--- config.mk ---
export PLATFORM = sky130hd
export DESIGN_NAME = lcc_ctrl
export DESIGN_NICKNAME = d
export VERILOG_FILES = /design/src/hw/rtl/lcc_pkg.sv /design/src/hw/rtl/lcc_ctrl.sv
export SDC_FILE = /design/constraint.sdc
export NUM_CORES = 1
export LEC_CHECK = 0
export BUFFER_PORTS_ARGS = -buffer_cell sky130_fd_sc_hd__buf_4
export CAP_MARGIN = 20
export CORE_MARGIN = 5
export CORE_UTILIZATION = 30
export CTS_CLUSTER_SIZE = 16
export DETAILED_ROUTE_END_ITERATION = 8
export PLACE_DENSITY_LB_ADDON = 0.05
export SYNTH_ARGS = -nofsm -noshare
export SYNTH_HDL_FRONTEND = slang
export SYNTH_SLANG_ARGS = --single-unit
export TNS_END_PERCENT = 50
--- constraint.sdc ---
create_clock -name clock -period 1.8 [get_ports clock]
set_clock_uncertainty 0.05 [all_clocks]
set_input_delay 0.27 -clock clock [delete_from_list [all_inputs] [get_ports clock]]
set_output_delay 0.27 -clock clock [all_outputs]
set_load 0.05 [all_outputs]
--- src/hw/rtl/lcc_pkg.sv ---
package lcc_pkg;

   localparam int TRACK_SLOTS = 256;
   localparam int SLOT_W = $clog2(TRACK_SLOTS);
   localparam int MAX_LINES = 4;
   localparam int LINE_IDX_W = (MAX_LINES > 1) ? $clog2(MAX_LINES) : 1;
   localparam int COORD_W = 14;
   localparam int LINE_W = 58;
   localparam int TOTAL_W = 32;
   localparam int CSR_ADDR_W = 3;
   localparam int PROD_W = 2 * (COORD_W + 1);
   localparam int CROSS_W = PROD_W + 1;

   localparam logic [1:0] REQ_OBJECT = 2'd0;
   localparam logic [1:0] REQ_SWEEP  = 2'd1;
   localparam logic [1:0] REQ_CLEAR  = 2'd2;

   localparam logic [1:0] DIR_DOWN  = 2'd0;
   localparam logic [1:0] DIR_UP    = 2'd1;
   localparam logic [1:0] DIR_RIGHT = 2'd2;
   localparam logic [1:0] DIR_LEFT  = 2'd3;

   localparam logic [1:0] OUT_NONE = 2'd0;
   localparam logic [1:0] OUT_IN   = 2'd1;
   localparam logic [1:0] OUT_OUT  = 2'd2;

   localparam logic [CSR_ADDR_W-1:0] CSR_LINE_COUNT = 3'd0;

   typedef struct packed {
      logic [1:0] req_type;
      logic [8:0] tracker_id;
      logic [11:0] box_x;
      logic [11:0] box_y;
      logic [11:0] box_width;
      logic [11:0] box_height;
   } req_item_type;

   typedef struct packed {
      logic [TOTAL_W-1:0] total_out;
      logic [TOTAL_W-1:0] total_in;
      logic [MAX_LINES-1:0] out_lines;
      logic [MAX_LINES-1:0] in_lines;
      logic [1:0] direction;
      logic crossed;
   } rsp_item_type;

   typedef struct packed {
      logic load;
      logic clear_live;
      logic sweep;
      logic read_slot;
      logic prod_a;
      logic prod_b;
      logic judge;
      logic commit;
      logic [LINE_IDX_W-1:0] line_idx;
   } cmd_type;

   typedef struct packed {
      logic is_object;
      logic is_live;
      logic [2:0] line_cnt;
   } status_type;

endpackage

--- src/hw/rtl/lcc_ctrl.sv ---
module lcc_ctrl (
   input logic clock,
   input logic reset,
   input logic req_tvalid,
   output logic req_tready,
   input logic [1:0] req_type,
   output logic rsp_tvalid,
   input logic rsp_tready,
   input lcc_pkg::status_type status,
   output lcc_pkg::cmd_type cmd
);
   import lcc_pkg::*;

   typedef enum logic [2:0] {
      ST_IDLE, ST_READ, ST_PA, ST_PB, ST_JUDGE, ST_DONE
   } state_type;

   state_type state_ff, state_in;
   logic [LINE_IDX_W:0] k_ff, k_in;
   logic rv_ff, rv_in;
   logic take;

   assign req_tready = (state_ff == ST_IDLE) && !rv_ff;
   assign take = req_tvalid && req_tready;
   assign rsp_tvalid = rv_ff;

   always_comb begin
      state_in = state_ff;
      k_in = k_ff;
      rv_in = rv_ff && !rsp_tready;
      cmd = '0;
      cmd.line_idx = k_ff[LINE_IDX_W-1:0];
      unique case (state_ff)
         ST_IDLE: begin
            if (take) begin
               cmd.load = 1'b1;
               k_in = '0;
               if (req_type == REQ_OBJECT) state_in = ST_READ;
               else begin
                  if (req_type == REQ_CLEAR) cmd.clear_live = 1'b1;
                  else cmd.sweep = 1'b1;
                  rv_in = 1'b1;
               end
            end
         end
         ST_READ: begin
            cmd.read_slot = 1'b1;
            if (status.is_object && status.is_live && status.line_cnt != '0)
               state_in = ST_PA;
            else state_in = ST_DONE;
         end
         ST_PA: begin
            cmd.prod_a = 1'b1;
            state_in = ST_PB;
         end
         ST_PB: begin
            cmd.prod_b = 1'b1;
            state_in = ST_JUDGE;
         end
         ST_JUDGE: begin
            cmd.judge = 1'b1;
            k_in = k_ff + 1'b1;
            if (3'(k_in) >= status.line_cnt) state_in = ST_DONE;
            else state_in = ST_PA;
         end
         ST_DONE: begin
            cmd.commit = 1'b1;
            rv_in = 1'b1;
            state_in = ST_IDLE;
         end
         default: state_in = ST_IDLE;
      endcase
   end

   always_ff @(posedge clock) begin
      if (reset) begin
         state_ff <= ST_IDLE;
         k_ff <= '0;
         rv_ff <= 1'b0;
      end else begin
         state_ff <= state_in;
         k_ff <= k_in;
         rv_ff <= rv_in;
      end
   end

   assert property (@(posedge clock) disable iff (reset)
      rv_ff && !rsp_tready |=> rv_ff)
      else $error("result dropped");
   assert property (@(posedge clock) disable iff (reset)
      state_ff != ST_IDLE |-> !req_tready)
      else $error("accept while busy");
endmodule

==> impl_results.md <==
* Kind of critical path: reg2out
* CP Max Fanout at 5
* First-pass GRT wire length at 1883 um
* Mapped Nets at 81
* Global Route Usage Sum at 0.09527
* Die W at 51.30 um
* Grt ovf at 0
* Number of max-cap violations at 0
* Required time worst endpoint at 1.48 ns
* Cts bufs inserted at 3
* Final hold viol count at 0
* Max IR drop VDD at 0.0002970 V
* Final HPWL DP at 1056 um
* WL final at 1269 um
* Yosys warns at 0
* Vias in the first global route at 476
* Clock Sinks at 7
* RePlAce Congestion at 0.7270
* Core Rows at 15
* CTS H-Tree Depth at 1
* Crit end category: output pin
* Synthesized area per cell at 7.754 um2
* Critical Path AT at 1.44 ns
* Setup Viol. Count Final at 0
* Most frequent cells in the layout: 27 x buf_4, 10 x a21oi_1, 5 x inv_1, 5 x nor2_1, 5 x nand2_1
* Min Tclk post-route at 1.758 ns
* Fraction of registers with async set/reset at 0
* Antenna violations before repair at 0
* Largest net degree at the start of global routing at 9
* FF/Latch Area at 148.9 um2
* P per Cell Area at 583.6 nW/um2
* CTS tree: yes
* Synth Cell Area at 511.7 um2
* Die area at 2632 um2
* Core ar. at 1670 um2
* Register area share after synthesis at 0.2738
* Post-synth top flop: dfxtp_1
* I/O pins at 23
* DIE HEIGHT at 51.30 um
* Syn Inst Count at 66
* Worst-path clk slew at 0.05 ns
* Yosys cell types at 28
* Max-slew headroom at 0.7388
* Leakage power at 0.4096 nW
* DR vias/cell at 4.832
* Tot Pwr at 0.0004673 W
* Unrepaired setup endpoints after global routing: yes
* EDFF count, synth at 0
* Slew Limit Fails at 0
* Clock Latency Late Sink at 0.25 ns
* Period utilisation layout at 0.9769
* Area Growth Syn to Fin at 56.48%
* Detailed Route Iter0 Violations at 6
* Worst Tran Pin Value at 0.3857 ns
* Status: completed
* Initial core utilization at 0.3064
* Util after Layout at 0.4794
* Post-CTS Hold Buffers at 0
* FMAX at 568.7 MHz
* Share of layout cells above drive strength 1 at 0.4688
* CP Launch Type: register
* Clk root buf: clkbuf_4
* Clock buffer depth at 2
* # diodes at 0
* Area of the multi-input gates at 341.6 um2
* Antenna viol nets, final at 0
* Wire per inst at 11.23 um
* Filler Cell Count at 178
* Worst hold path class: in2reg
* Total vias in the final route at 546
* DRT Pass-1 Iters at 3
* Nets@finish at 112
* I/O Buffers at 22
* DRC viols at 0
* Synthesized flop and latch total at 7
* Most common cell after layout, fill and taps aside: buf_4
report_power, final:
part,internal (W),switching (W),leakage (nW)
clock network,0.0000849,0.0000628,0.0150
logic,0.0000701,0.0000853,0.336
registers,0.000159,0.00000566,0.0586
Yosys cell counts (all sizes together), types with 2 or more instances:
master	n	area [um2]
ha	4	50.05
nand3	2	10.01
nor2b	2	12.51
buf	4	25.02
a21oi	11	58.81
dfxtp	7	140.1
nor2	5	18.77
o21ai	4	20.02
or2	2	12.51
nand2	6	22.52
inv	6	22.52
stage by stage:
| step | setup WS [ns] | area (um2) | setup TNS [ns] | instances | hold slack, ns |
|---|---|---|---|---|---|
| 4_1_cts | 0.004378 | 769.5 | 0 | 111 | 0.1588 |
| 2_1_floorplan | -0.3546 | 533.0 | -0.6681 | 66 | 0.2794 |
| 3_3_place_gp | 0.1475 | 732.0 | 0 | 106 | 0.4286 |
| 5_1_grt | -0.05799 | 800.8 | -0.09026 | 113 | 0.1746 |
| 3_5_place_dp | 0.1078 | 732.0 | 0 | 106 | 0.4285 |
| 6_report | 0.04157 | 800.8 | 0 | 113 | 0.1654 |
final cells by class:
class | instances | share of cell area
Multi-Input combinational cell | 49 | 0.4266
Timing Repair Buffer | 30 | 0.3000
Sequential cell | 7 | 0.1859
Clock buffer | 4 | 0.03281
Inverter | 6 | 0.02812
Tap cell | 17 | 0.02656
layer usage:
metal | vias up | share of wire | GRT usage
li1 | 286 | - | -
met1 | 245 | 0.42 | 0.09859
met2 | 13 | 0.50 | 0.1717
met3 | 2 | 0.068 | 0.04373
met4 | 0 | 0.0095 | 0.02620
met5 | - | 0 | 0
state kept, by name, summed over array words and instances, names as in the netlist:
signal      flops
k_ff            3
rsp_tvalid      1
state_ff        3
critical path, cell delays in order (launching register included):
cell,delay (ns)
dfxtp_4,0.36
nor4_4,0.32
buf_4,0.17
and3_2,0.18
buf_6,0.15
what timing repair did:
item | in CTS | in global routing
pin swaps | 1 | 3
endpoints found under the setup margin | 1 | 5
buffers inserted | 1 | 2
gates resized for setup | 1 | 6
final timing paths:
kind / end / slack (ns) / cells after the start / start
worst max-delay path: cmd[7] / 0.04 / 4 / state_ff[0]$_SDFFE_PP0P_
worst min-delay path: rsp_tvalid$_SDFF_PP0_ / 0.17 / 2 / reset
worst max register to register: state_ff[0]$_SDFFE_PP0P_ / 0.16 / 8 / k_ff[1]$_SDFFE_PP0P_
worst min register to register: k_ff[1]$_SDFFE_PP0P_ / 0.45 / 2 / k_ff[1]$_SDFFE_PP0P_
cell families after synthesis:
family | after synthesis | synth area share
adders and majority gates | 4 | 0.09780
and+or+nand+nor | 25 | 0.2959
buffers and inverters | 10 | 0.09290
DFF | 7 | 0.2738
xor gates and xnor gates | 1 | 0.01712
AOI/OAI and AO/OA | 19 | 0.2225
Note: power is estimated with default switching activity, not from simulation.
